[src/sv/assert_macros.svh]
// Assertion helpers for the RTL.
`ifndef ASSERT_MACROS_SVH
`define ASSERT_MACROS_SVH

`ifndef ASSERT_OFF
// Same-cycle implication, disabled during reset.
`define ASSERT_IMP(label, clk, rst_n, ante, cons) \
    label: assert property (@(posedge clk) disable iff (!rst_n) (ante) |-> (cons)) \
        else $error("assertion failed");
// Next-cycle implication, disabled during reset.
`define ASSERT_NEXT(label, clk, rst_n, ante, cons) \
    label: assert property (@(posedge clk) disable iff (!rst_n) (ante) |=> (cons)) \
        else $error("assertion failed");
`else
`define ASSERT_IMP(label, clk, rst_n, ante, cons)
`define ASSERT_NEXT(label, clk, rst_n, ante, cons)
`endif

`endif

[src/sv/ccsc_pkg.sv]
`timescale 1ns / 1ps
`default_nettype none
package ccsc_pkg;

    localparam int ROUNDS      = 20;
    localparam int DOUBLES     = ROUNDS / 2;
    localparam int NSTEP       = ROUNDS / 2 + ROUNDS % 2;
    localparam int RND_W       = $clog2(NSTEP + 1);
    localparam int FIFO_DEPTH  = 4;
    localparam int PTR_W       = $clog2(FIFO_DEPTH);

    localparam logic [3:0][31:0] SIGMA = {
        32'h6B206574, 32'h79622d32, 32'h3320646E, 32'h61707865
    };

    // configuration register indexes
    localparam logic [2:0] REG_KEY01   = 3'd0;
    localparam logic [2:0] REG_KEY23   = 3'd1;
    localparam logic [2:0] REG_KEY45   = 3'd2;
    localparam logic [2:0] REG_KEY67   = 3'd3;
    localparam logic [2:0] REG_NONCE01 = 3'd4;
    localparam logic [2:0] REG_NONCE2  = 3'd5;
    localparam logic [2:0] REG_CTR     = 3'd6;

    typedef logic [15:0][31:0] blk_t;

    typedef struct packed {
        logic [31:0] nonce0;
        logic [31:0] ctr;
    } tag_t;

    typedef struct packed {
        logic [7:0][31:0] key;
        logic [31:0]      nonce1;
        logic [31:0]      nonce2;
    } core_cfg_t;

    typedef struct packed {
        logic [31:0] data;
        logic [2:0]  valid;
        logic        last;
        logic        need;   // first word of a block
        logic [3:0]  pos;
        tag_t        tag;
    } entry_t;

    typedef struct packed {
        logic empty;
        logic full;
    } fifo_stat_t;

    typedef struct packed {
        logic start;
        logic abort;
        tag_t tag;
    } core_ctl_t;

    typedef struct packed {
        logic busy;
        logic done;
        tag_t tag;
    } core_stat_t;

    function automatic logic [31:0] rotl(logic [31:0] v, int n);
        return (v << n) | (v >> (32 - n));
    endfunction

    function automatic blk_t quarter(blk_t s, int a, int b, int c, int d);
        blk_t r;
        r = s;
        r[a] = r[a] + r[b]; r[d] = rotl(r[d] ^ r[a], 16);
        r[c] = r[c] + r[d]; r[b] = rotl(r[b] ^ r[c], 12);
        r[a] = r[a] + r[b]; r[d] = rotl(r[d] ^ r[a], 8);
        r[c] = r[c] + r[d]; r[b] = rotl(r[b] ^ r[c], 7);
        return r;
    endfunction

    function automatic blk_t column_round(blk_t s);
        blk_t r;
        r = quarter(s, 0, 4, 8, 12);
        r = quarter(r, 1, 5, 9, 13);
        r = quarter(r, 2, 6, 10, 14);
        r = quarter(r, 3, 7, 11, 15);
        return r;
    endfunction

    function automatic blk_t diagonal_round(blk_t s);
        blk_t r;
        r = quarter(s, 0, 5, 10, 15);
        r = quarter(r, 1, 6, 11, 12);
        r = quarter(r, 2, 7, 8, 13);
        r = quarter(r, 3, 4, 9, 14);
        return r;
    endfunction

    function automatic blk_t init_state(core_cfg_t c, tag_t t);
        blk_t s;
        s[3:0]  = SIGMA;
        s[11:4] = c.key;
        s[12]   = t.ctr;
        s[13]   = t.nonce0;
        s[14]   = c.nonce1;
        s[15]   = c.nonce2;
        return s;
    endfunction

    // counter step with carry into nonce word 0
    function automatic tag_t tag_inc(tag_t t);
        tag_t r;
        r.ctr    = t.ctr + 32'd1;
        r.nonce0 = t.nonce0 + {31'd0, (r.ctr == 32'd0)};
        return r;
    endfunction

endpackage
`default_nettype wire

[src/sv/ccsc_front.sv]
`timescale 1ns / 1ps
`default_nettype none
module ccsc_front (
    input  wire logic                   clk,
    input  wire logic                   rst_n,
    input  wire logic                   s_tvalid,
    output logic                        s_tready,
    input  wire logic [39:0]            s_tdata,
    input  wire logic                   s_tlast,
    input  wire logic                   s_tuser,
    input  wire logic                   cfg_valid,
    output logic                        cfg_ready,
    input  wire logic [2:0]             cfg_index,
    input  wire logic [63:0]            cfg_data,
    input  wire ccsc_pkg::fifo_stat_t   fstat,
    output logic                        push,
    output ccsc_pkg::entry_t            entry,
    output ccsc_pkg::core_cfg_t         ccfg,
    output logic                        cfg_wr
);
    import ccsc_pkg::*;

    logic [63:0] key01_reg, key23_reg, key45_reg, key67_reg, nonce01_reg;
    logic [31:0] nonce2_reg, start_ctr_reg;
    tag_t        tag_reg, tag_next;
    logic [3:0]  pos_reg, pos_next;
    tag_t        eff_tag;
    logic [3:0]  eff_pos;
    logic        last;

    assign cfg_ready = 1'b1;
    assign cfg_wr    = cfg_valid;
    assign s_tready  = !fstat.full;
    assign push      = s_tvalid && !fstat.full;

    assign ccfg.key    = {key67_reg, key45_reg, key23_reg, key01_reg};
    assign ccfg.nonce1 = nonce01_reg[63:32];
    assign ccfg.nonce2 = nonce2_reg;

    always_comb
    begin
        // restart reloads counter and nonce word 0 before this word
        eff_tag  = s_tuser ? tag_t'{nonce0: nonce01_reg[31:0], ctr: start_ctr_reg} : tag_reg;
        eff_pos  = s_tuser ? 4'd0 : pos_reg;
        last     = s_tlast || (s_tdata[34:32] < 3'd4);
        tag_next = (eff_pos == 4'd0) ? tag_inc(eff_tag) : eff_tag;
        pos_next = last ? 4'd0 : eff_pos + 4'd1;

        entry.data  = s_tdata[31:0];
        entry.valid = s_tdata[34:32];
        entry.last  = last;
        entry.need  = (eff_pos == 4'd0);
        entry.pos   = eff_pos;
        entry.tag   = eff_tag;
    end

    always_ff @(posedge clk or negedge rst_n)
    begin
        if (!rst_n)
        begin
            tag_reg <= '0;
            pos_reg <= '0;
        end
        else if (push)
        begin
            tag_reg <= tag_next;
            pos_reg <= pos_next;
        end
    end

    always_ff @(posedge clk or negedge rst_n)
    begin
        if (!rst_n)
        begin
            key01_reg     <= '0;
            key23_reg     <= '0;
            key45_reg     <= '0;
            key67_reg     <= '0;
            nonce01_reg   <= '0;
            nonce2_reg    <= '0;
            start_ctr_reg <= '0;
        end
        else if (cfg_valid)
        begin
            unique case (cfg_index)
                REG_KEY01:   key01_reg     <= cfg_data;
                REG_KEY23:   key23_reg     <= cfg_data;
                REG_KEY45:   key45_reg     <= cfg_data;
                REG_KEY67:   key67_reg     <= cfg_data;
                REG_NONCE01: nonce01_reg   <= cfg_data;
                REG_NONCE2:  nonce2_reg    <= cfg_data[31:0];
                REG_CTR:     start_ctr_reg <= cfg_data[31:0];
                default:     ;
            endcase
        end
    end

endmodule
`default_nettype wire

[config.mk]
export PLATFORM = sky130hd
export DESIGN_NAME = ccsc_front
export DESIGN_NICKNAME = d
export VERILOG_FILES = /design/src/sv/assert_macros.svh /design/src/sv/ccsc_pkg.sv /design/src/sv/ccsc_front.sv
export SDC_FILE = /design/constraint.sdc
export NUM_CORES = 1
export LEC_CHECK = 0
export BUFFER_PORTS_ARGS = -buffer_cell sky130_fd_sc_hd__buf_2
export CAP_MARGIN = 30
export CORE_UTILIZATION = 43
export DETAILED_ROUTE_END_ITERATION = 16
export GPL_TIMING_DRIVEN = 0
export PLACE_DENSITY = 0.7
export SYNTH_ARGS = -nofsm -noshare
export SYNTH_HDL_FRONTEND = slang
export SYNTH_SLANG_ARGS = --single-unit
[constraint.sdc]
create_clock -name clk -period 4.9 [get_ports clk]
set_input_delay 0.245 -clock clk [delete_from_list [all_inputs] [get_ports clk]]
set_output_delay 0.245 -clock clk [all_outputs]
set_load 0.02 [all_outputs]
==> results_dict.tcl <==
set metrics [dict create \
    hold_path.class "primary input to register" \
    fmax_mhz 207 \
    min_period_ns 4.84 \
    drc 0 \
    final_cell_mix "503 x buf_2, 452 x dfrtp_1, 412 x mux2_2" \
    p_sw_uw 4290 \
    layout_commonest_cell "buf_2" \
    wl_per_cell_um 22.0 \
    route.final.wire_length_um 61900 \
    dp.cells 2681 \
    clockPowerShare_pct 30.0 \
    yosys.cell_types.count 62 \
    synth_adder_area_share_pct 0.372 \
    first_pass_iters 8 \
    synth_cells 1567 \
    synth_top_area_share_pct 56.0 \
    clk_pin_slew_worst_paths_ns 0.06 \
    grt_first_pass_wirelength_um 92200 \
    reg2reg_slack_ns 0.23 \
    seqPwrFrac_pct 40.4 \
    cpLargestDelayFamily "simple AND/OR/NAND/NOR gates" \
    max_cap_violations 0 \
    cts_buffer_depth 3 \
    grt_max_degree 124 \
    critPathRequiredTime_ns 5.33 \
    total_power_uw 12600 \
    avgSynthCellArea_um2 12.9 \
    die_w_um 219 \
    drtIter0Drc 811 \
    htree_levels 2 \
    cts_root_buf "clkbuf_16" \
    ant_nets 0 \
    drive_gt1_share_pct 51.4 \
    yosys_warnings 0 \
    syn_nets 1688 \
    status "completed" \
    worst_pin_slew_ns 0.903 \
    cts.sinks 452 \
    synthFlopType "dfrtp_1" \
    nNetsFinal 2289 \
    hold_depth 2 \
    p_sw_share_pct 34.2 \
    core_mm2 0.0465 \
    io_pins 544 \
    synth_edf_count 0 \
    grt_pass1_vias 15100 \
    worstHoldEndpoint "key23_reg[26]" \
    synth_top_family_by_area "multiplexers" \
    leakage_uw 0.0122 \
    synthTopCellsByArea "dfrtp_1 56%, mux2_2 23%, buf_4 2.8%" \
    die_h_um 219 \
    clock_latency_ns 0.58 \
    grtUsageTotal_pct 25.6 \
    start_kind "primary input" \
    final_cells 2816 \
    hold_viol_final 0 \
    finalSetupViolCount 0 \
    tritoncts "yes" \
    num_vias 14900 \
    io_buffers 500 \
    gp_congestion 0.934 \
    cp_slowest_cell "or4_4" \
    ys_ff_latch 452 \
    p_int_uw 8270 \
    cp_slowest_stage_delay_ns 0.59 \
    slew_headroom_pct 39.8 \
    endpoint_kind "register" \
    worst-path-buf-inv 11 \
    reg2reg_to "tag_reg[46]" \
    synth_xor_xnor_area_share_pct 2.78 \
    skew_ns 0.0205 \
    worstPathMaxFanout 10 \
    seq_area_frac_synth_pct 56.0 \
    start_util_pct 43.5 \
    synthMuxAreaShare_pct 24.7 \
    syn2layout_area_growth_pct 29.0 \
    slew_viol_final 0 \
    dp_hpwl_um 44800 \
    synth_compound_area_share_pct 4.03 \
    die_area_mm2 0.0478 \
    syn_area_mm2 0.0202 \
    async_flop_share_pct 100 \
    antenna_found_initial 0 \
    cts_buffers 49 \
    avgViaCountPerCell 5.28 \
    grt_overflow 0 \
    postLayoutCellArea_mm2 0.0260 \
    place_area_mm2 0.0238 \
    setup.worst_path.class "primary input to register" \
    yosys.area_share.simple_pct 7.13 \
    row_count 79 \
    ir_worst_vdd_uv 371 \
    r2r_cells 19 \
    fin_crit_sh_pct 98.8 \
    min_from "cfg_data[26]" \
    share_comb_of_total_power_pct 29.6 \
    yosysTopAreaCell "dfrtp_1" \
    critPathArrivalTime_ns 5.28 \
    reg2reg_from "tag_reg[10]" \
    p_per_area_mw_per_mm2 482 \
]
-- layout make-up --
cell class | count | area, um^2
antenna | 2 | 5.00
buffer | 143 | 916
clock buffer | 72 | 1500
clock inverter | 18 | 169
fill | 3863 | 20400
inverter | 40 | 150
multi-input combinational | 929 | 8130
sequential | 452 | 11300
tap | 607 | 759
timing repair buffer | 553 | 3100
-- power groups by stage --
stage / logic (uW) / clock network [uW] / registers [uW]
2_1_floorplan: 1640 / 0 / 5690
5_1_grt: 3960 / 3980 / 5170
3_5_place_dp: 3680 / 0 / 5110
6_report: 3720 / 3760 / 5070
4_1_cts: 3730 / 3840 / 5060
3_3_place_gp: 3610 / 0 / 5070
-- stage by stage --
stage	hold slack, ns	utilization [%]	setup slack (ns)	setup TNS [ns]
floorplan	-0.0506	-	-0.376	-4.26
global route	0.0194	56.0	-0.00281	-0.00281
global placement	0.457	50.8	-5.25	-2385.86
CTS	0.000262	55.8	0.0116	0
detailed placement	0.350	51.2	-1.83	-43.43
finish	0.0294	56.0	0.0581	0
-- routing by layer --
metal | vias up | part of all wire [%] | GRT usage (%) | wire length (um)
met5 | - | 0 | 0 | 0
met4 | 0 | 2.6 | 8.33 | 1600
li1 | 6652 | - | - | -
met2 | 552 | 49 | 42.8 | 30600
met3 | 98 | 8.1 | 6.68 | 5010
met1 | 7579 | 40 | 32.1 | 24700
-- cell usage after synthesis (all sizes together), types with 3 or more instances --
library cell,instances
o211ai,3
o21ai,76
nand2,105
nor2b,5
a211oi,3
nand2b,7
buf,88
nor3b,7
o22ai,4
xnor2,55
nor2,34
o2111ai,3
nand4,10
nor4,9
a22oi,4
a21o,5
a211o,3
dfrtp,452
and2,4
or4,6
nand4b,10
nand3,30
mux2,413
xor2,9
nand3b,8
inv,40
nor3,19
or3,6
ha,6
a21oi,9
and3,9
and3b,5
clkbuf,58
mux2i,34
-- cells by family (layout without fill, tap and decap cells) --
kind of cell	Yosys count	after routing
other	1	3
AO/OA/AOI/OAI	132	132
multiplexers	447	447
buffers and inverters	186	826
flip-flops	452	452
AND/OR/NAND/NOR	279	279
adder cells (fa/ha/maj)	6	6
XOR/XNOR	64	64
-- how the worst max path moves through the flow --
stage / from / end / slack, ns / depth (start not counted)
6_report: s_tuser / tag_reg[46] / 0.06 / 25
5_1_grt: s_tuser / tag_reg[46] / -0.003 / 26
4_1_cts: s_tuser / tag_reg[54] / 0.01 / 26
3_5_place_dp: s_tuser / tag_reg[56] / -1.83 / 27
3_3_place_gp: rst_n / key01_reg[38] / -5.25 / 1
2_1_floorplan: s_tuser / tag_reg[54] / -0.38 / 26
-- timing repair --
action | in CTS | in global routing
setup endpoints to repair | 30 | 19
endpoints found under the hold margin | 283 | 0
buffers inserted | 8 | 4
pin swaps | 7 | 12
resized for setup | 23 | 11
hold buffers | 34 | 0
No activity file was read; power rests on OpenSTA's default activity.
