<file path="config.mk">
export PLATFORM = sky130hd
export DESIGN_NAME = ccsc_fifo
export DESIGN_NICKNAME = d
export VERILOG_FILES = /design/src/sv/assert_macros.svh /design/src/sv/ccsc_pkg.sv /design/src/sv/ccsc_fifo.sv
export SDC_FILE = /design/constraint.sdc
export NUM_CORES = 1
export LEC_CHECK = 0
export ABC_AREA = 1
export BUFFER_PORTS_ARGS = -buffer_cell sky130_fd_sc_hd__buf_4
export CORE_MARGIN = 2
export CORE_UTILIZATION = 35
export CTS_CLUSTER_SIZE = 28
export DETAILED_ROUTE_END_ITERATION = 8
export PLACE_DENSITY = 0.56
export SYNTH_ARGS = -nofsm -noshare
export SYNTH_HDL_FRONTEND = slang
export SYNTH_SLANG_ARGS = --single-unit
</file>
<file path="constraint.sdc">
create_clock -name clk -period 3.5 [get_ports clk]
set_clock_uncertainty 0.15 [all_clocks]
set_input_delay 0.525 -clock clk [delete_from_list [all_inputs] [get_ports clk]]
set_output_delay 0.525 -clock clk [all_outputs]
set_load 0.02 [all_outputs]
</file>
<file path="src/sv/assert_macros.svh">
// Assertion helpers for the RTL.
`ifndef ASSERT_MACROS_SVH
`define ASSERT_MACROS_SVH

`ifndef ASSERT_OFF
// Same-cycle implication, disabled during reset.
`define ASSERT_IMP(label, clk, rst_n, ante, cons) \
    label: assert property (@(posedge clk) disable iff (!rst_n) (ante) |-> (cons)) \
        else $error("assertion failed");
// Next-cycle implication, disabled during reset.
`define ASSERT_NEXT(label, clk, rst_n, ante, cons) \
    label: assert property (@(posedge clk) disable iff (!rst_n) (ante) |=> (cons)) \
        else $error("assertion failed");
`else
`define ASSERT_IMP(label, clk, rst_n, ante, cons)
`define ASSERT_NEXT(label, clk, rst_n, ante, cons)
`endif

`endif

</file>
<file path="src/sv/ccsc_pkg.sv">
`timescale 1ns / 1ps
`default_nettype none
package ccsc_pkg;

    localparam int ROUNDS      = 20;
    localparam int DOUBLES     = ROUNDS / 2;
    localparam int NSTEP       = ROUNDS / 2 + ROUNDS % 2;
    localparam int RND_W       = $clog2(NSTEP + 1);
    localparam int FIFO_DEPTH  = 4;
    localparam int PTR_W       = $clog2(FIFO_DEPTH);

    localparam logic [3:0][31:0] SIGMA = {
        32'h6B206574, 32'h79622d32, 32'h3320646E, 32'h61707865
    };

    // configuration register indexes
    localparam logic [2:0] REG_KEY01   = 3'd0;
    localparam logic [2:0] REG_KEY23   = 3'd1;
    localparam logic [2:0] REG_KEY45   = 3'd2;
    localparam logic [2:0] REG_KEY67   = 3'd3;
    localparam logic [2:0] REG_NONCE01 = 3'd4;
    localparam logic [2:0] REG_NONCE2  = 3'd5;
    localparam logic [2:0] REG_CTR     = 3'd6;

    typedef logic [15:0][31:0] blk_t;

    typedef struct packed {
        logic [31:0] nonce0;
        logic [31:0] ctr;
    } tag_t;

    typedef struct packed {
        logic [7:0][31:0] key;
        logic [31:0]      nonce1;
        logic [31:0]      nonce2;
    } core_cfg_t;

    typedef struct packed {
        logic [31:0] data;
        logic [2:0]  valid;
        logic        last;
        logic        need;   // first word of a block
        logic [3:0]  pos;
        tag_t        tag;
    } entry_t;

    typedef struct packed {
        logic empty;
        logic full;
    } fifo_stat_t;

    typedef struct packed {
        logic start;
        logic abort;
        tag_t tag;
    } core_ctl_t;

    typedef struct packed {
        logic busy;
        logic done;
        tag_t tag;
    } core_stat_t;

    function automatic logic [31:0] rotl(logic [31:0] v, int n);
        return (v << n) | (v >> (32 - n));
    endfunction

    function automatic blk_t quarter(blk_t s, int a, int b, int c, int d);
        blk_t r;
        r = s;
        r[a] = r[a] + r[b]; r[d] = rotl(r[d] ^ r[a], 16);
        r[c] = r[c] + r[d]; r[b] = rotl(r[b] ^ r[c], 12);
        r[a] = r[a] + r[b]; r[d] = rotl(r[d] ^ r[a], 8);
        r[c] = r[c] + r[d]; r[b] = rotl(r[b] ^ r[c], 7);
        return r;
    endfunction

    function automatic blk_t column_round(blk_t s);
        blk_t r;
        r = quarter(s, 0, 4, 8, 12);
        r = quarter(r, 1, 5, 9, 13);
        r = quarter(r, 2, 6, 10, 14);
        r = quarter(r, 3, 7, 11, 15);
        return r;
    endfunction

    function automatic blk_t diagonal_round(blk_t s);
        blk_t r;
        r = quarter(s, 0, 5, 10, 15);
        r = quarter(r, 1, 6, 11, 12);
        r = quarter(r, 2, 7, 8, 13);
        r = quarter(r, 3, 4, 9, 14);
        return r;
    endfunction

    function automatic blk_t init_state(core_cfg_t c, tag_t t);
        blk_t s;
        s[3:0]  = SIGMA;
        s[11:4] = c.key;
        s[12]   = t.ctr;
        s[13]   = t.nonce0;
        s[14]   = c.nonce1;
        s[15]   = c.nonce2;
        return s;
    endfunction

    // counter step with carry into nonce word 0
    function automatic tag_t tag_inc(tag_t t);
        tag_t r;
        r.ctr    = t.ctr + 32'd1;
        r.nonce0 = t.nonce0 + {31'd0, (r.ctr == 32'd0)};
        return r;
    endfunction

endpackage
`default_nettype wire

</file>
<file path="src/sv/ccsc_fifo.sv">
`timescale 1ns / 1ps
`default_nettype none
module ccsc_fifo (
    input  wire logic                 clk,
    input  wire logic                 rst_n,
    input  wire logic                 push,
    input  wire ccsc_pkg::entry_t     wr_entry,
    input  wire logic                 pop,
    output ccsc_pkg::entry_t          head,
    output ccsc_pkg::fifo_stat_t      fstat
);
    import ccsc_pkg::*;

    entry_t           mem_reg [FIFO_DEPTH];
    logic [PTR_W-1:0] wr_ptr_reg, rd_ptr_reg;
    logic [PTR_W:0]   count_reg;

    assign head        = mem_reg[rd_ptr_reg];
    assign fstat.empty = (count_reg == '0);
    assign fstat.full  = (count_reg == (PTR_W+1)'(FIFO_DEPTH));

    always_ff @(posedge clk)
    begin
        if (push)
            mem_reg[wr_ptr_reg] <= wr_entry;
    end

    always_ff @(posedge clk or negedge rst_n)
    begin
        if (!rst_n)
        begin
            wr_ptr_reg <= '0;
            rd_ptr_reg <= '0;
            count_reg  <= '0;
        end
        else
        begin
            if (push)
                wr_ptr_reg <= wr_ptr_reg + 1'b1;
            if (pop)
                rd_ptr_reg <= rd_ptr_reg + 1'b1;
            if (push && !pop)
                count_reg <= count_reg + 1'b1;
            else if (pop && !push)
                count_reg <= count_reg - 1'b1;
        end
    end

endmodule
`default_nettype wire

</file>
==> results of run 1 <==
## worst min path at each step
stage	start	end	depth (start not counted)
after floorplan	rst_n	count_reg[0]	0
final	push	wr_ptr_reg[0]	2
after CTS	push	wr_ptr_reg[0]	2
after global placement	rst_n	count_reg[2]	1
after global routing	push	wr_ptr_reg[0]	2
after detailed placement	rst_n	count_reg[2]	1
## cell type report
class / count / area share, %
clock buffers: 55 / 5.70
clock inverters: 29 / 1.32
inverters: 222 / 3.86
multi-input cells: 553 / 13.5
flip-flops and latches: 427 / 58.4
well taps: 622 / 3.55
repair buffers: 345 / 13.7
## per-layer routing
layer  up-vias  track usage, %  routed length (microns)
met2       187            24.4                    18000
met1      4995            18.6                    16700
met4         4            4.68                      789
met3        59            3.35                     1630
met5         -               0                       24
li1       5076               -                        -
## logic make-up after synthesis
kind of cell / synth area share, %
flip-flops: 74.4
AO/OA/AOI/OAI: 9.21
AND/OR/NAND/NOR: 7.29
XOR/XNOR: 0.204
adder cells (fa/ha/maj): 0.481
buffers and inverters: 8.38
## layout by cell type (no fill, tap or decap)
master,count
buf_12,12
buf_4,226
bufinv_16,6
clkbuf_1,6
clkbuf_16,49
clkinv_1,10
clkinv_2,11
clkinv_4,1
dfrtp_1,5
dfrtp_4,2
dlygate4sd3_1,107
edfxtp_1,420
fa_1,1
ha_1,5
inv_1,217
inv_4,5
inv_6,1
nand2_1,328
nand3_1,1
nand4_1,1
nor3_1,2
o211ai_1,210
o21ai_1,1
xnor2_1,1
xor2_1,3
## metrics by stage
step / std cells / util [%] / hold WS [ns] / power [mW]
global placement: 2062 / 39.7 / 0.199 / 14.2
detailed placement: 2062 / 39.7 / 0.202 / 14.3
CTS: 2253 / 45.1 / 0.00367 / 19.4
floorplan: 1273 / - / 0.0794 / 11.7
global route: 2253 / 45.1 / 0.0346 / 20.2
finish: 2253 / 45.1 / 0.0498 / 19.1
## power by group through the flow
stage / clock network (mW) / registers, mW / logic (mW)
global placement: 0 / 7.05 / 7.15
detailed placement: 0 / 7.08 / 7.21
global route: 5.26 / 7.04 / 7.87
finish: 4.93 / 6.97 / 7.15
CTS: 5.08 / 6.98 / 7.33
floorplan: 0 / 7.04 / 4.69
==> impl_metrics.tcl, run 1 <==
set metrics [dict create \
    status "complete, no violations" \
    critPathKind "flop to primary output" \
    grt_max_degree 141 \
    clkTransAtPathRegs_ns 0.06 \
    hold_viol 0 \
    async_reset_ff_share_pct 1.64 \
    wl_per_cell_microns 16.4 \
    crit_required_ns 2.82 \
    cp_common_cell "nand2_1" \
    seq_area_sq_um 12800 \
    ys.warnings.count 0 \
    area_growth_pct 27.6 \
    antenna_found_initial 2 \
    p_clk_share_pct 25.9 \
    netlist.top_cell.by_area "edfxtp_1" \
    clock_latency_ns 0.57 \
    fin_ws_ns 0.494 \
    yosysSeqAreaShare_pct 74.4 \
    synth.area.top_cells "edfxtp_1, o211ai_1, nand2_1, inv_1, buf_6" \
    ant_nets 0 \
    power_frac_seq_pct 36.6 \
    fin_crit_sh_pct 85.9 \
    grtUsageTotal_pct 14.5 \
    post_cts_buffers 0 \
    cellLeakagePower_nw 8.71 \
    portBuffers 215 \
    drc 0 \
    cts_buffers 46 \
    htree_levels 2 \
    cts_tree "done" \
    worst_hold_path_type "input pin to flop" \
    synth_commonest_cells "edfxtp_1, nand2_1, inv_1, o211ai_1, buf_6" \
    cp_max_fo 140 \
    clockBufferDepth 3 \
    setup_viol 0 \
    worstSetupStartpointType "flop" \
    die_y_microns 226 \
    grt_remaining_overflow 0 \
    grt_pass1_vias 10300 \
    synth.cell_area_sq_um 17200 \
    post-route-min-period_ns 3.01 \
    rr_startpoint "wr_ptr_reg[0]" \
    postPlaceCellArea_sq_um 19300 \
    coreArea_sq_um 48600 \
    rsz0062_at_grt "no" \
    cp.arrival_ns 2.33 \
    peakVddDrop_v 0.000636 \
    cts.sinks 427 \
    slew_headroom_pct 52.6 \
    nets 1710 \
    reg2reg_depth 5 \
    crit_slowest_cell "dfrtp_4" \
    dpl.hpwl_microns 20400 \
    slowest_delay_ns 0.66 \
    drive_above_1_share_pct 19.2 \
    worst_slew_pin_slew_ns 0.711 \
    drv_cap 0 \
    path_delay_family "flip-flops" \
    r2r_end "mem_reg[2][37]" \
    fillers 4381 \
    yosysMostFrequentCell "edfxtp_1" \
    clockRootBuffer "clkbuf_16" \
    viasPerCell 4.58 \
    start_util_pct 35.3 \
    ys.flop_type "edfxtp_1" \
    routed_wl_microns 37100 \
    dr.pass1.iters 5 \
    crit_end "head[53]" \
    grt_pass1_wl_microns 56900 \
    setup_tns_ns 0 \
    comb_power_share_pct 37.5 \
    cts_hold_buf 107 \
    internal_power_mw 12.2 \
    ys_types 18 \
    cp.depth 5 \
    reg2reg_setup_slack_ns 1.44 \
    multi_input_area_sq_um 2950 \
    crit_start "rd_ptr_reg[0]" \
    path_cells "buf_12 -> nand2_1 -> o211ai_1 -> nand2_1 -> buf_4" \
    syn_nets 1388 \
    die_w_microns 226 \
    max_clock_freq_mhz 333 \
    largest_register_ffs 420 \
    avgSynthCellArea_sq_um 13.5 \
    design_area_sq_um 21900 \
    rows 81 \
    boundaryPins 216 \
    place_congestion 0.702 \
    switching_power_mw 6.80 \
    dp_slack_ns 1.14 \
    power_per_cell_area_nw_per_um2 869 \
    ys_ff_latch 427 \
    p_sw_share_pct 35.7 \
    synth.top_cell.area_share_pct 73.4 \
    endpoint_kind "primary output" \
    num_vias 10300 \
    drv_slew 0 \
    crit_buf_inv 2 \
    antennaDiodeCount 0 \
    drt_iter0_drc 612 \
    synth_cells 1273 \
    synth_edf_count 420 \
    die_area_sq_um 50900 \
    cts-resized-gates 0 \
]
Power figures use the tool's default switching activity.
==> inputs of run 2 (changes only) <==
- CAP_MARGIN: not set -> 5
- REMOVE_ABC_BUFFERS: not set -> 1
==> impl_metrics.tcl, run 2 (synthesis gave the netlist of run 1 again) <==
set metrics [dict create \
    fillers 4399 \
    drv_slew 0 \
    dr.pass1.iters 5 \
    htree_levels 2 \
    cp.arrival_ns 2.32 \
    drt_iter0_drc 421 \
    path_delay_family "flip-flops" \
    drive_above_1_share_pct 18.4 \
    wl_per_cell_microns 16.0 \
    dr_wl_met2_microns 17200 \
    path_cells "buf_12 -> nand2_1 -> o211ai_1 -> nand2_1 -> buf_4" \
    grt_remaining_overflow 0 \
    area_growth_pct 26.6 \
    holdWs_ns 0.0635 \
    hold_depth 2 \
    cts_buffers 46 \
    critPathKind "flop to primary output" \
    hold_viol 0 \
    drc 0 \
    top_layer "met5" \
    drv_cap 0 \
    clockBufferDepth 3 \
    cp_common_cell "nand2_1" \
    crit_required_ns 2.82 \
    crit_slowest_cell "dfrtp_4" \
    num_vias 10200 \
    ant_nets 0 \
    design_area_sq_um 21700 \
    worstSetupStartpointType "flop" \
    die_w_microns 226 \
    place_congestion 0.713 \
    reg2reg_setup_slack_ns 1.43 \
    hold_end "wr_ptr_reg[0]" \
    endpoint_kind "primary output" \
    grt_pass1_vias 10000 \
    worst_slew_pin_slew_ns 0.731 \
    die_y_microns 226 \
    post_cts_buffers 0 \
    cts-resized-gates 0 \
    antenna_found_initial 3 \
    largest_register_ffs 420 \
    clkTransAtPathRegs_ns 0.06 \
    fin_crit_sh_pct 85.4 \
    r2r_end "mem_reg[2][5]" \
    reg2reg_depth 5 \
    setup_tns_ns 0 \
    final_cell_mix "edfxtp_1, nand2_1, buf_4, inv_1, o211ai_1" \
    power_per_cell_area_nw_per_um2 855 \
    hold_path_startpoint "push" \
    dpl.hpwl_microns 20700 \
    cellLeakagePower_nw 8.61 \
    setup_viol 0 \
    rows 81 \
    rsz0062_at_grt "no" \
    routed_wl_microns 36000 \
    clock_latency_ns 0.57 \
    nets 1707 \
    max_clock_freq_mhz 334 \
    worst_hold_path_type "input pin to flop" \
    mostFrequentLayoutCell "edfxtp_1" \
    post-route-min-period_ns 2.99 \
    boundaryPins 216 \
    grt_pass1_wl_microns 55800 \
    start_util_pct 35.3 \
    rr_startpoint "wr_ptr_reg[0]" \
    die_area_sq_um 50900 \
    postPlaceCellArea_sq_um 19300 \
    crit_buf_inv 2 \
    cp_max_fo 156 \
    slew_headroom_pct 51.3 \
    grtUsageTotal_pct 14.2 \
    coreArea_sq_um 48600 \
    viasPerCell 4.55 \
    grt_max_degree 157 \
    portBuffers 215 \
    clockRootBuffer "clkbuf_16" \
    drt-met1-wl_microns 16200 \
    antennaDiodeCount 0 \
    met3_length_microns 1650 \
    cts_tree "done" \
    peakVddDrop_v 0.000704 \
    slowest_delay_ns 0.61 \
    cts.sinks 427 \
    status "complete, no violations" \
]
## run 2: cell types whose count changed in the layout (fill, tap and decap cells not counted), sizes merged
cell    previous run  this run
buf              238       235
bufinv             6         3
clkbuf            55        61
clkinv            22        12
inv              223       224
## run 2: worst reg2reg max path: stages, from the launching register on
cell and delay [ns]:
dfrtp_1 0.42, inv_1 0.10, ha_1 0.14, nand2_1 0.08, inv_4 0.37, buf_4 0.46
## run 2: per-layer routing
metal,GRT usage (%),vias up
met4,4.61,6
met1,18.6,4882
met2,23.7,185
met5,0,-
met3,2.88,62
li1,-,5071
## run 2: cell type report
cell class / instances / area [sq um] / area share (%)
sequential: 427 / 12800 / 58.8
timing repair buffer: 342 / 2990 / 13.7
multi-input combinational: 553 / 2950 / 13.6
clock buffer: 61 / 1230 / 5.65
inverter: 222 / 846 / 3.89
tap: 622 / 778 / 3.58
clock inverter: 17 / 160 / 0.737
## run 2: stage by stage
step | std cells | setup slack (ns) | power (mW) | utilization [%]
after global routing | 2244 | 0.371 | 19.7 | 44.7
after floorplan | 1202 | -4.56 | 10.5 | -
after CTS | 2244 | 0.490 | 18.9 | 44.7
final | 2244 | 0.510 | 18.6 | 44.7
after detailed placement | 2059 | 1.13 | 14.2 | 39.6
after global placement | 2059 | 1.15 | 14.1 | 39.6
## run 2: what timing repair did
| item | CTS | global route |
|---|---|---|
| endpoints found under the setup margin | 0 | 0 |
| endpoints found under the hold margin | 428 | 0 |
| hold buffers | 107 | 0 |
## run 2: how the worst max path moves through the flow
stage                  start  endpoint  slack (ns)  depth (start not counted)
2_1_floorplan  rd_ptr_reg[0]   head[0]       -4.56                          2
3_5_place_dp   rd_ptr_reg[0]   head[9]        1.13                          6
4_1_cts        rd_ptr_reg[0]   head[9]        0.49                          6
6_report       rd_ptr_reg[0]  head[26]        0.51                          5
5_1_grt        rd_ptr_reg[0]  head[57]        0.37                          5
3_3_place_gp   rd_ptr_reg[0]  head[19]        1.15                          6
## run 2: power by group
part | internal [mW] | leakage, nW | total [mW] | switching [mW]
combinational | 2.55 | 4.00 | 7.04 | 4.48
clock | 2.67 | 0.677 | 4.55 | 1.88
sequential | 6.69 | 3.94 | 7.00 | 0.313
