File: src/sv/assert_macros.svh
// Assertion helpers for the RTL.
`ifndef ASSERT_MACROS_SVH
`define ASSERT_MACROS_SVH

`ifndef ASSERT_OFF
// Same-cycle implication, disabled during reset.
`define ASSERT_IMP(label, clk, rst_n, ante, cons) \
    label: assert property (@(posedge clk) disable iff (!rst_n) (ante) |-> (cons)) \
        else $error("assertion failed");
// Next-cycle implication, disabled during reset.
`define ASSERT_NEXT(label, clk, rst_n, ante, cons) \
    label: assert property (@(posedge clk) disable iff (!rst_n) (ante) |=> (cons)) \
        else $error("assertion failed");
`else
`define ASSERT_IMP(label, clk, rst_n, ante, cons)
`define ASSERT_NEXT(label, clk, rst_n, ante, cons)
`endif

`endif

File: src/sv/ccsc_pkg.sv
`timescale 1ns / 1ps
`default_nettype none
package ccsc_pkg;

    localparam int ROUNDS      = 20;
    localparam int DOUBLES     = ROUNDS / 2;
    localparam int NSTEP       = ROUNDS / 2 + ROUNDS % 2;
    localparam int RND_W       = $clog2(NSTEP + 1);
    localparam int FIFO_DEPTH  = 4;
    localparam int PTR_W       = $clog2(FIFO_DEPTH);

    localparam logic [3:0][31:0] SIGMA = {
        32'h6B206574, 32'h79622d32, 32'h3320646E, 32'h61707865
    };

    // configuration register indexes
    localparam logic [2:0] REG_KEY01   = 3'd0;
    localparam logic [2:0] REG_KEY23   = 3'd1;
    localparam logic [2:0] REG_KEY45   = 3'd2;
    localparam logic [2:0] REG_KEY67   = 3'd3;
    localparam logic [2:0] REG_NONCE01 = 3'd4;
    localparam logic [2:0] REG_NONCE2  = 3'd5;
    localparam logic [2:0] REG_CTR     = 3'd6;

    typedef logic [15:0][31:0] blk_t;

    typedef struct packed {
        logic [31:0] nonce0;
        logic [31:0] ctr;
    } tag_t;

    typedef struct packed {
        logic [7:0][31:0] key;
        logic [31:0]      nonce1;
        logic [31:0]      nonce2;
    } core_cfg_t;

    typedef struct packed {
        logic [31:0] data;
        logic [2:0]  valid;
        logic        last;
        logic        need;   // first word of a block
        logic [3:0]  pos;
        tag_t        tag;
    } entry_t;

    typedef struct packed {
        logic empty;
        logic full;
    } fifo_stat_t;

    typedef struct packed {
        logic start;
        logic abort;
        tag_t tag;
    } core_ctl_t;

    typedef struct packed {
        logic busy;
        logic done;
        tag_t tag;
    } core_stat_t;

    function automatic logic [31:0] rotl(logic [31:0] v, int n);
        return (v << n) | (v >> (32 - n));
    endfunction

    function automatic blk_t quarter(blk_t s, int a, int b, int c, int d);
        blk_t r;
        r = s;
        r[a] = r[a] + r[b]; r[d] = rotl(r[d] ^ r[a], 16);
        r[c] = r[c] + r[d]; r[b] = rotl(r[b] ^ r[c], 12);
        r[a] = r[a] + r[b]; r[d] = rotl(r[d] ^ r[a], 8);
        r[c] = r[c] + r[d]; r[b] = rotl(r[b] ^ r[c], 7);
        return r;
    endfunction

    function automatic blk_t column_round(blk_t s);
        blk_t r;
        r = quarter(s, 0, 4, 8, 12);
        r = quarter(r, 1, 5, 9, 13);
        r = quarter(r, 2, 6, 10, 14);
        r = quarter(r, 3, 7, 11, 15);
        return r;
    endfunction

    function automatic blk_t diagonal_round(blk_t s);
        blk_t r;
        r = quarter(s, 0, 5, 10, 15);
        r = quarter(r, 1, 6, 11, 12);
        r = quarter(r, 2, 7, 8, 13);
        r = quarter(r, 3, 4, 9, 14);
        return r;
    endfunction

    function automatic blk_t init_state(core_cfg_t c, tag_t t);
        blk_t s;
        s[3:0]  = SIGMA;
        s[11:4] = c.key;
        s[12]   = t.ctr;
        s[13]   = t.nonce0;
        s[14]   = c.nonce1;
        s[15]   = c.nonce2;
        return s;
    endfunction

    // counter step with carry into nonce word 0
    function automatic tag_t tag_inc(tag_t t);
        tag_t r;
        r.ctr    = t.ctr + 32'd1;
        r.nonce0 = t.nonce0 + {31'd0, (r.ctr == 32'd0)};
        return r;
    endfunction

endpackage
`default_nettype wire

File: src/sv/ccsc_back.sv
`timescale 1ns / 1ps
`default_nettype none
module ccsc_back (
    input  wire logic                 clk,
    input  wire logic                 rst_n,
    input  wire ccsc_pkg::entry_t     head,
    input  wire ccsc_pkg::fifo_stat_t fstat,
    output logic                      pop,
    input  wire logic                 cfg_wr,
    input  wire ccsc_pkg::core_stat_t cstat,
    input  wire ccsc_pkg::blk_t       cblk,
    output ccsc_pkg::core_ctl_t       ctl,
    output logic                      m_tvalid,
    input  wire logic                 m_tready,
    output logic [39:0]               m_tdata,
    output logic                      m_tlast
);
    import ccsc_pkg::*;

    blk_t        cur_blk_reg, pf_blk_reg;
    tag_t        pf_tag_reg;
    logic        pf_valid_reg;
    logic        out_valid_reg;
    logic [31:0] out_word_reg;
    logic [2:0]  out_vb_reg;
    logic        out_last_reg;
    logic        avail, hit, can_out, pending;
    logic [31:0] ks, mask;

    assign m_tvalid = out_valid_reg;
    assign m_tdata  = {5'd0, out_vb_reg, out_word_reg};
    assign m_tlast  = out_last_reg;

    always_comb
    begin
        avail   = !fstat.empty;
        hit     = pf_valid_reg && (pf_tag_reg == head.tag);
        can_out = !out_valid_reg || m_tready;
        pop     = avail && can_out && (!head.need || hit);
        pending = cstat.busy && (cstat.tag == head.tag);

        // on a hit start the next block ahead; on a miss compute this one
        ctl.abort = cfg_wr;
        ctl.start = !cfg_wr && avail && head.need &&
                    ((pop && hit) || (!hit && !pending));
        ctl.tag   = hit ? tag_inc(head.tag) : head.tag;

        ks = head.need ? pf_blk_reg[0] : cur_blk_reg[head.pos];

        case (head.valid)
            3'd0:    mask = 32'h0000_0000;
            3'd1:    mask = 32'h0000_00FF;
            3'd2:    mask = 32'h0000_FFFF;
            3'd3:    mask = 32'h00FF_FFFF;
            default: mask = 32'hFFFF_FFFF;
        endcase
    end

    always_ff @(posedge clk)
    begin
        if (cstat.done)
        begin
            pf_blk_reg <= cblk;
            pf_tag_reg <= cstat.tag;
        end
        if (pop && head.need)
            cur_blk_reg <= pf_blk_reg;
        if (pop)
        begin
            out_word_reg <= (head.data ^ ks) & mask;
            out_vb_reg   <= head.valid;
            out_last_reg <= head.last;
        end
    end

    always_ff @(posedge clk or negedge rst_n)
    begin
        if (!rst_n)
        begin
            pf_valid_reg  <= 1'b0;
            out_valid_reg <= 1'b0;
        end
        else
        begin
            if (pop && head.need)
                pf_valid_reg <= 1'b0;
            if (cstat.done)
                pf_valid_reg <= 1'b1;
            if (cfg_wr)
                pf_valid_reg <= 1'b0;
            if (can_out)
                out_valid_reg <= pop;
        end
    end

endmodule
`default_nettype wire

File: config.mk
export PLATFORM = sky130hd
export DESIGN_NAME = ccsc_back
export DESIGN_NICKNAME = d
export VERILOG_FILES = /design/src/sv/assert_macros.svh /design/src/sv/ccsc_pkg.sv /design/src/sv/ccsc_back.sv
export SDC_FILE = /design/constraint.sdc
export NUM_CORES = 1
export LEC_CHECK = 0
export ABC_AREA = 0
export ABC_CLOCK_PERIOD_IN_PS = 52100
export BUFFER_PORTS_ARGS = -buffer_cell sky130_fd_sc_hd__buf_2
export CAP_MARGIN = 20
export CORE_MARGIN = 5
export CORE_UTILIZATION = 45
export CTS_CLUSTER_DIAMETER = 200
export DETAILED_ROUTE_END_ITERATION = 7
export HOLD_SLACK_MARGIN = 0.08
export PLACE_DENSITY = 0.72
export SLEW_MARGIN = 20
export SYNTH_ARGS = -nofsm -noshare
export SYNTH_HDL_FRONTEND = slang
export SYNTH_SLANG_ARGS = --single-unit
File: constraint.sdc
create_clock -name clk -period 52.1 [get_ports clk]
set_input_delay 10.42 -clock clk [delete_from_list [all_inputs] [get_ports clk]]
set_output_delay 10.42 -clock clk [all_outputs]
set_load 0.1 [all_outputs]
==> flow_summary.json, run 1 <==
{
  "antenna_found_initial": 47,
  "ir_worst_vdd_uv": 37.26,
  "arrival_ns": 15.95,
  "rrSetupSlack_ns": 46.09,
  "synthCells": 1975,
  "async_flop_share": 0.001776,
  "grt.total_usage": 0.2207,
  "clkSinkCount": 1126,
  "dr.max_layer_used": "met5",
  "final_area_mm2": 0.05081,
  "grt_pass1_wl_um": 158500,
  "endpoint": "ctl[46]",
  "met3WireLength_um": 8705,
  "cts.reportedPaths.clkPinSlew_ns": 0.07,
  "first_iter_violations": 2179,
  "maxCapViolations": 0,
  "avgRoutedWirePerCell_um": 26.79,
  "place_ws_ns": 25.80,
  "rsz0062_at_grt": "no",
  "stdcell_count": 4173,
  "grt_max_degree": 175,
  "post_cts_buffers": 0,
  "status": "complete, no violations",
  "yosysUniqueCellTypes": 53,
  "gp_congestion": 0.9496,
  "gr-total-overflow": 0,
  "ys_seq_area_frac": 0.8038,
  "hpwl_um": 80450,
  "rows": 112,
  "path_class": "in -> out",
  "core_region_area_mm2": 0.09305,
  "nNetsFinal": 3494,
  "holdPathStages": 0,
  "cts-root-buf": "clkbuf_16",
  "hold_viol": 0,
  "postPlaceCellArea_mm2": 0.04734,
  "route.antenna.remaining_nets": 0,
  "cpMaxStageDelayCell": "nor4_1",
  "crit_path_start": "head[0]",
  "cp_max_fo": 10,
  "clk-insertion-delay-late_ns": 0.68,
  "routed_via_density": 5.260,
  "m1WireLength_um": 40350,
  "p_leak_nw": 18.10,
  "first_pass_iters": 5,
  "hold_class": "reg -> reg",
  "cts-resized-gates": 0,
  "setup_viol": 0,
  "skew_ns": 0.01980,
  "tns_ns": 0,
  "first_global_vias": 23530,
  "netlist_area_mm2": 0.04205,
  "die_w_um": 315.7,
  "place_inst": 3942,
  "cts_tree": "yes",
  "fin_ws_ns": 25.73,
  "slew_viol_final": 0,
  "synth_enable_flop_cells": 1124,
  "die_h_um": 315.7,
  "worstMarginPinSlew_ns": 1.101,
  "r2r-end": "cur_blk_reg[295]",
  "wl_met2_um": 58950,
  "start_util": 0.4519,
  "ioPinCount": 798,
  "period_minus_slack_ns": 26.37,
  "relSlewSlack": 0.2662,
  "h-tree-depth": 3,
  "fin_crit_sh": 0.5062,
  "powerDensity_mw_per_mm2": 38.36,
  "syn_avg_cell_area_um2": 21.29,
  "drc": 0,
  "ctsLongestPathBuffers": 3,
  "max_stage_delay_ns": 0.82,
  "cp_cell_sequence": "buf_2 -> ha_1 -> and4_1 -> and4_4 -> nand3_1 -> xnor2_1 -> nor4_1 -> o21ai_1 -> nor4_2 -> ha_1 -> ha_1 -> nand2_1 -> or2_1 -> nor4_1 -> xor2_1 -> buf_2",
  "drive_above_1_share": 0.3968,
  "crit_top_cell": "ha_1",
  "timing.rr.start": "pf_tag_reg[37]",
  "critPathTopFamily": "simple AND/OR/NAND/NOR gates",
  "design.die.area_mm2": 0.09966,
  "yosys_warnings": 0,
  "cts_buffers": 110,
  "reg2reg_depth": 9,
  "fmax_ghz": 0.03792,
  "syn2layout_area_growth_pct": 20.82,
  "finalWirelength_um": 111800,
  "ys_dominant_reg_cell": "edfxtp_1",
  "cp_num_buf_inv": 2,
  "port_buffers": 791,
  "end_kind": "output pin",
  "critical_path_required_ns": 41.68,
  "critPathLaunchType": "input port",
  "vias": 21950,
  "ys_seq_elements": 1126,
  "worstSetupPathDepth": 16,
  "cts_hold_buffers": 0
}
[kinds of logic after synthesis]
family,Yosys count,synth area share
flip-flops,1126,0.8038
AND/OR/NAND/NOR,266,0.03511
XOR/XNOR,222,0.04624
multiplexers,195,0.09411
buffers and inverters,125,0.01369
AO/OA/AOI/OAI,35,0.005475
adder cells (fa/ha/maj),5,0.001488
other,1,0.00008917
[stage by stage]
step / hold WS, ns / utilization / power [mW]
3_3_place_gp: 0.4001 / 0.5086 / 1.213
2_1_floorplan: 0.4003 / - / 1.148
6_report: 0.4083 / 0.5460 / 1.949
5_1_grt: 0.4096 / 0.5457 / 2.019
4_1_cts: 0.3997 / 0.5452 / 1.969
3_5_place_dp: 0.4045 / 0.5087 / 1.217
[layout make-up]
class,instances,area [um^2]
Fill cell,7194,42240
Sequential cell,1126,33800
Multi-Input combinational cell,728,7714
Timing Repair Buffer,811,4165
Clock buffer,135,2846
Tap cell,1254,1569
Clock inverter,65,545.5
Inverter,23,86.33
Antenna cell,31,77.57
[cells in the final DEF, fill, tap and decap left out, drive strengths merged, types with 31 or more instances in the layout]
cell | synthesis | layout
buf | 63 | 811
xor2 | 160 | 160
nand2 | 34 | 34
nor2 | 56 | 56
mux4 | 160 | 160
clkinv | 0 | 48
edfxtp | 1124 | 1124
mux2i | 32 | 32
nor4 | 38 | 38
clkbuf | 39 | 135
nor3 | 36 | 36
xnor2 | 62 | 62
diode | 0 | 31
[synth_stat cells, types with 2 or more instances]
master    instances  area [um^2]
a21oi_1           5        25.02
a221oi_1          2        17.52
a31oi_1           6        37.54
and2_1           12        75.07
and3_1            9        56.30
and4_1            6        52.55
buf_1             5        18.77
buf_2            48        240.2
buf_4             8        60.06
buf_6             2        22.52
clkbuf_1         38        142.6
dfrtp_1           2        50.05
edfxtp_1       1124        33750
ha_1              5        62.56
inv_1            21        78.83
inv_2             2        7.510
mux2_2            3        33.78
mux2i_1          32        320.3
mux4_2          160         3603
nand2_1          34        127.6
nand2b_1          2        12.51
nand3_1          24        120.1
nand3b_1          2        15.01
nand4_1          23        143.9
nor2_1           56        210.2
nor2b_1           2        12.51
nor3_1           36        180.2
nor3b_1           5        37.54
nor4_1           28        175.2
nor4_2           10        125.1
nor4b_1           2        17.52
o21ai_0           5        25.02
o21ai_1           2        10.01
o22ai_1           6        37.54
or3_1             5        31.28
or4_1             6        45.04
xnor2_1          62        543.0
xor2_1          160         1401
[where the power goes]
part           internal (mW)  switching (mW)  leakage, nW
clock network          0.420           0.332         1.66
registers               1.04          0.0120         10.6
logic                 0.0468          0.0943         5.84
[routing by layer]
metal	vias to the layer above	GRT usage
li1	9585	-
met2	1079	0.3905
met5	-	0
met3	190	0.05119
met1	11070	0.2668
met4	28	0.07964
[worst min-delay path by stage]
stage | from | endpoint | slack (ns)
final | pf_blk_reg[134] | cur_blk_reg[134] | 0.41
after global routing | pf_blk_reg[134] | cur_blk_reg[134] | 0.41
after CTS | pf_blk_reg[134] | cur_blk_reg[134] | 0.40
after detailed placement | pf_blk_reg[137] | cur_blk_reg[137] | 0.40
after global placement | pf_blk_reg[212] | cur_blk_reg[212] | 0.40
after floorplan | pf_blk_reg[100] | cur_blk_reg[100] | 0.40
No activity file was read; power rests on OpenSTA's default activity.
==> run 2, diff against run 1 <==
Settings changed: ABC_AREA 0 to 1, ABC_CLOCK_PERIOD_IN_PS 52100 to 21300, PLACE_DENSITY 0.72 to 0.74.
Clock period 52.1 ns to 21.3 ns, I/O delays scaled along.
==> flow_summary.json, run 2 <==
{
  "route.antenna.remaining_nets": 0,
  "ir_worst_vdd_uv": 86.71,
  "h-tree-depth": 3,
  "ys_seq_area_frac": 0.7698,
  "grt_pass1_wl_um": 186100,
  "cts.reportedPaths.clkPinSlew_ns": 0.06,
  "cpMaxStageDelayCell": "nor2_1",
  "dr.max_layer_used": "met5",
  "yosys.area.top_type": "edfxtp_1",
  "period_minus_slack_ns": 12.63,
  "ys_seq_elements": 1126,
  "max_stage_delay_ns": 0.45,
  "wl_met2_um": 62890,
  "first_pass_iters": 8,
  "cp_num_buf_inv": 3,
  "muxShareOfSynthArea": 0,
  "design.die.area_mm2": 0.1039,
  "worstMarginPinSlew_ns": 1.076,
  "seq_area_mm2": 0.03380,
  "hold_viol": 0,
  "grt.total_usage": 0.2459,
  "core_region_area_mm2": 0.09671,
  "cp_cell_sequence": "buf_2 -> inv_1 -> nor2_1 -> nand3_1 -> nor2_1 -> nand4_1 -> nand2_1 -> nand2_1 -> nor2_1 -> nand4_1 -> nor2_1 -> ha_1 -> ha_1 -> nand3_1 -> nor2_1 -> nand3_1 -> nor4_1 -> xor2_1 -> nand2_1 -> nand2_1 -> buf_2",
  "synth_top_area_frac": 0.7687,
  "rsz0062_at_grt": "no",
  "avgRoutedWirePerCell_um": 24.92,
  "drive_above_1_share": 0.2602,
  "ctsLongestPathBuffers": 3,
  "path_class": "in -> out",
  "netlist_area_mm2": 0.04391,
  "die_h_um": 322.4,
  "die_w_um": 322.4,
  "met3WireLength_um": 12260,
  "hold_class": "reg -> reg",
  "grt_max_degree": 142,
  "m1WireLength_um": 51520,
  "most-common-layout-cells": "edfxtp_1 (1124), buf_2 (787), nand2_1 (407)",
  "end_kind": "output pin",
  "powerDensity_mw_per_mm2": 92.88,
  "cts-root-buf": "clkbuf_16",
  "async_flop_share": 0.001776,
  "status": "complete, no violations",
  "yosysMostFrequentCell": "edfxtp_1",
  "cts_tree": "yes",
  "cts_buffers": 110,
  "vias": 28900,
  "gp_congestion": 0.9253,
  "arrival_ns": 8.37,
  "synthCells": 3115,
  "synth_adder_area_share": 0.001425,
  "yosys.area_share.xor_xnor": 0.01915,
  "rows": 114,
  "final_common_cell": "edfxtp_1",
  "synth_top_family_by_area": "simple AND/OR/NAND/NOR gates",
  "nNetsFinal": 4592,
  "start_util": 0.4541,
  "cp_max_fo": 7,
  "ys_top_cells_by_area": "edfxtp_1 (77%), nand2_1 (3.5%), nor2_1 (3.2%), o21bai_1 (2.2%), o21ai_0 (2.0%)",
  "synthTopCellsByCount": "edfxtp_1 (1124), nand2_1 (407), nor2_1 (376)",
  "p_leak_nw": 19.57,
  "antenna_found_initial": 75,
  "finalWirelength_um": 132800,
  "holdWs_ns": 0.3673,
  "drc": 0,
  "post_cts_buffers": 0,
  "critPathLaunchType": "input port",
  "ys_dominant_reg_cell": "edfxtp_1",
  "clkSinkCount": 1126,
  "critical_path_required_ns": 17.04,
  "tns_ns": 0,
  "cts-resized-gates": 0,
  "synth_enable_flop_cells": 1124,
  "syn2layout_area_growth_pct": 20.26,
  "synth-compound-area-share": 0.08084,
  "yosys.area_share.simple": 0.1002,
  "yosysUniqueCellTypes": 32,
  "power_mw": 4.905,
  "hpwl_um": 94360,
  "gr-total-overflow": 0,
  "crit_top_cell": "nor2_1",
  "maxCapViolations": 0,
  "yosys_warnings": 0,
  "fin_crit_sh": 0.5928,
  "port_buffers": 791,
  "syn_avg_cell_area_um2": 14.10,
  "multi_input_area_mm2": 0.008870,
  "relSlewSlack": 0.2824,
  "slew_viol_final": 0,
  "fill_cells": 7860,
  "critPathTopFamily": "simple AND/OR/NAND/NOR gates",
  "first_iter_violations": 3324,
  "ioPinCount": 798,
  "setup_viol": 0,
  "clk-insertion-delay-late_ns": 0.72,
  "fmax_ghz": 0.07920,
  "skew_ns": 0.08560,
  "first_global_vias": 28240,
  "routed_via_density": 5.424,
  "cts_hold_buffers": 0
}
==> run 2: cell count changes after synthesis, sizes merged, moves of 33 or more <==
| cell | change |
|---|---|
| nand3 | +142 |
| nor4 | -36 |
| nor2 | +323 |
| clkbuf | +38 |
| mux4 | -160 |
| o21ai | +204 |
| o21bai | +127 |
| or2 | +33 |
| inv | +113 |
| o211ai | +33 |
| o221ai | +96 |
| nand2 | +373 |
| xor2 | -103 |
==> run 2: path summary, 6_finish.rpt <==
kind,startpoint,endpoint,slack [ns],depth (start not counted)
worst max-delay path,head[1],ctl[62],8.67,21
worst min-delay path,pf_blk_reg[324],cur_blk_reg[324],0.37,0
worst max register to register,pf_tag_reg[21],cur_blk_reg[407],16.06,11
worst min register to register,pf_blk_reg[324],cur_blk_reg[324],0.37,0
max in group asynchronous,rst_n,pf_valid_reg,17.86,1
min in group asynchronous,rst_n,m_tvalid,3.34,1
==> run 2: through the flow <==
step	std cells	setup WS (ns)	utilization	area [um^2]
CTS	5265	8.774	0.5444	52650
global route	5303	8.246	0.5454	52750
global placement	5062	8.819	0.5070	49030
floorplan	3119	5.473	-	43930
detailed placement	5062	8.787	0.5070	49030
finish	5328	8.674	0.5461	52810
==> run 2: final cells by class <==
cell class              count  area share
clock inverters            75     0.01471
repair buffers            822     0.08020
diodes                     63    0.002985
inverters                 136    0.009999
flip-flops and latches   1126      0.6401
clock buffers             128     0.05381
well taps                1276     0.03023
multi-input cells        1702      0.1680
==> run 2: worst reg2reg max path, cell delays in order, from the launching register on <==
cell and delay (ns):
edfxtp_1 0.39, nand2_1 0.13, o21ai_0 0.10, nand3b_1 0.23, nor2_1 0.20, nand3_1 0.20, nor2_2 0.20, nand4_1 0.28
inv_8 0.65, buf_4 0.85, buf_4 0.82, buf_4 0.78
==> run 2: kinds of logic (layout without fill, tap and decap cells) <==
kind of cell | count (synthesis) | in the layout
AO/OA/AOI/OAI | 539 | 539
XOR/XNOR | 96 | 96
adder cells (fa/ha/maj) | 5 | 5
buffers and inverters | 291 | 1161
flip-flops | 1126 | 1126
other | 1 | 68
AND/OR/NAND/NOR | 1057 | 1057
==> run 2: per-layer routing <==
| metal | GRT usage | vias to the layer above |
|---|---|---|
| met5 | 0 | - |
| met4 | 0.1105 | 26 |
| met3 | 0.05572 | 280 |
| met2 | 0.3941 | 1590 |
| met1 | 0.3244 | 13930 |
| li1 | - | 13070 |
==> run 2: power by group <==
group          switching, mW  internal (mW)
Combinational          0.276          0.111
Clock                  0.839           1.10
Sequential            0.0297           2.55
Total                   1.14           3.76
==> run 3, diff against run 2 <==
Settings changed: ABC_CLOCK_PERIOD_IN_PS 21300 to 10900.
Clock period 21.3 ns to 10.9 ns, I/O delays scaled along.
==> flow_summary.json, run 3 (synthesized netlist as in run 2, its figures left out) <==
{
  "status": "finished, violations left",
  "violations": "design-rule violations",
  "fin_crit_sh": 0.7718,
  "rows": 114,
  "arrival_ns": 6.23,
  "port_buffers": 791,
  "place_ws_ns": 2.496,
  "worstMarginPinSlew_ns": 1.255,
  "relSlewSlack": 0.1634,
  "ctsLongestPathBuffers": 3,
  "cp_cell_sequence": "buf_2 -> nand2_1 -> nor2_1 -> nand2_1 -> nor2_2 -> nand3_1 -> nand2_1 -> nand2_1 -> inv_1 -> nand2_1 -> nor2_1 -> nand4_1 -> nor2_1 -> ha_1 -> ha_1 -> nand3_1 -> nor2_1 -> nand3_1 -> nor4_1 -> xor2_1 -> nand2_1 -> nand2_1 -> buf_2",
  "die_w_um": 322.4,
  "avgRoutedWirePerCell_um": 24.29,
  "maxCapViolations": 0,
  "clkSinkCount": 1126,
  "worstSetupPathDepth": 23,
  "cts_tree": "yes",
  "worstHoldEndpoint": "cur_blk_reg[101]",
  "cp_max_fo": 7,
  "grt_max_degree": 171,
  "ir_worst_vdd_uv": 175.6,
  "skew_ns": 0.07007,
  "gr-total-overflow": 0,
  "cts-resized-gates": 0,
  "cts_buffers": 110,
  "fin_ws_ns": 2.487,
  "powerDensity_mw_per_mm2": 181.9,
  "crit_top_cell": "nand2_1",
  "hold_viol": 0,
  "period_minus_slack_ns": 8.413,
  "cts_hold_buffers": 0,
  "fmax_ghz": 0.1189,
  "slew_viol_final": 0,
  "stdcell_count": 5324,
  "antenna_found_initial": 77,
  "cpMaxStageDelayCell": "buf_2",
  "rrSetupSlack_ns": 7.31,
  "critPathTopFamily": "simple AND/OR/NAND/NOR gates",
  "first_global_vias": 28030,
  "cp_num_buf_inv": 3,
  "end_kind": "output pin",
  "min_from": "pf_blk_reg[101]",
  "crit_path_start": "head[6]",
  "reg2reg_depth": 13,
  "vias": 28650,
  "syn2layout_area_growth_pct": 20.52,
  "first_iter_violations": 2908,
  "hpwl_um": 89760,
  "hold_class": "reg -> reg",
  "p_leak_nw": 19.55,
  "holdPathStages": 0,
  "design.die.area_mm2": 0.1039,
  "post_cts_buffers": 0,
  "drive_above_1_share": 0.2633,
  "drc": 1,
  "grt_pass1_wl_um": 182100,
  "critical_path_required_ns": 8.72,
  "critPathLaunchType": "input port",
  "ioPinCount": 798,
  "core_region_area_mm2": 0.09671,
  "gp_congestion": 0.8853,
  "setup_viol": 0,
  "cts-root-buf": "clkbuf_16",
  "first_pass_iters": 8,
  "most-common-layout-cells": "edfxtp_1 (1124), buf_2 (787), nand2_1 (407)",
  "nNetsFinal": 4585,
  "r2r-end": "cur_blk_reg[442]",
  "holdWs_ns": 0.3951,
  "rsz0062_at_grt": "no",
  "final_common_cell": "edfxtp_1",
  "timing.rr.start": "pf_tag_reg[53]",
  "clk-insertion-delay-late_ns": 0.71,
  "die_h_um": 322.4,
  "route.antenna.remaining_nets": 0,
  "place_inst": 5055,
  "grt.total_usage": 0.2383,
  "routed_via_density": 5.381,
  "h-tree-depth": 3,
  "start_util": 0.4541,
  "path_class": "in -> out",
  "max_stage_delay_ns": 0.42,
  "finalWirelength_um": 129300,
  "fill_cells": 7811,
  "cts.reportedPaths.clkPinSlew_ns": 0.07
}
[run 3: metrics by stage]
step	instance area (um^2)	TNS [ns]	power [mW]	utilization
after global placement	49070	0	5.858	0.5074
after global routing	52870	0	9.955	0.5467
after floorplan	44040	-0.2601	5.525	-
final	52920	0	9.625	0.5472
after detailed placement	49070	0	5.878	0.5074
after CTS	52770	0	9.684	0.5457
[run 3: worst max path at each step]
stage                                end  slack [ns]
after floorplan           cur_blk_reg[0]     -0.0005
after global placement           ctl[62]        2.48
after detailed placement         ctl[62]        2.50
after CTS                        ctl[62]        2.45
after global routing             ctl[48]        2.12
final                            ctl[62]        2.49
[run 3: final cells by class]
class                   count  area [um^2]  area share
inverters                 136        534.3     0.01010
clock inverters            77        822.0     0.01553
repair buffers            815         4255     0.08041
diodes                     60        150.1    0.002837
multi-input cells        1702         8881      0.1678
clock buffers             132         2878     0.05438
well taps                1276         1597     0.03017
flip-flops and latches   1126        33800      0.6388
[run 3: report_power, final]
| group | switching (mW) | internal, mW | leakage (nW) | total (mW) |
|---|---|---|---|---|
| Combinational | 0.532 | 0.217 | 7.17 | 0.749 |
| Clock | 1.66 | 2.17 | 1.78 | 3.83 |
| Sequential | 0.0567 | 4.99 | 10.6 | 5.05 |
| Total | 2.25 | 7.37 | 19.5 | 9.63 |
[run 3: layer usage]
layer	global-route usage	part of all wire	vias to the layer above
li1	-	-	13020
met1	0.3135	0.39	13780
met2	0.3896	0.48	1552
met3	0.05741	0.092	281
met4	0.08811	0.036	24
met5	0	0.0013	-
[run 3: worst reg2reg max path, delay by kind of cell (launching register included)]
family | cells | cell delay [ns]
flip-flops | 1 | 0.40
AND/OR/NAND/NOR | 9 | 1.20
buffers and inverters | 4 | 1.49
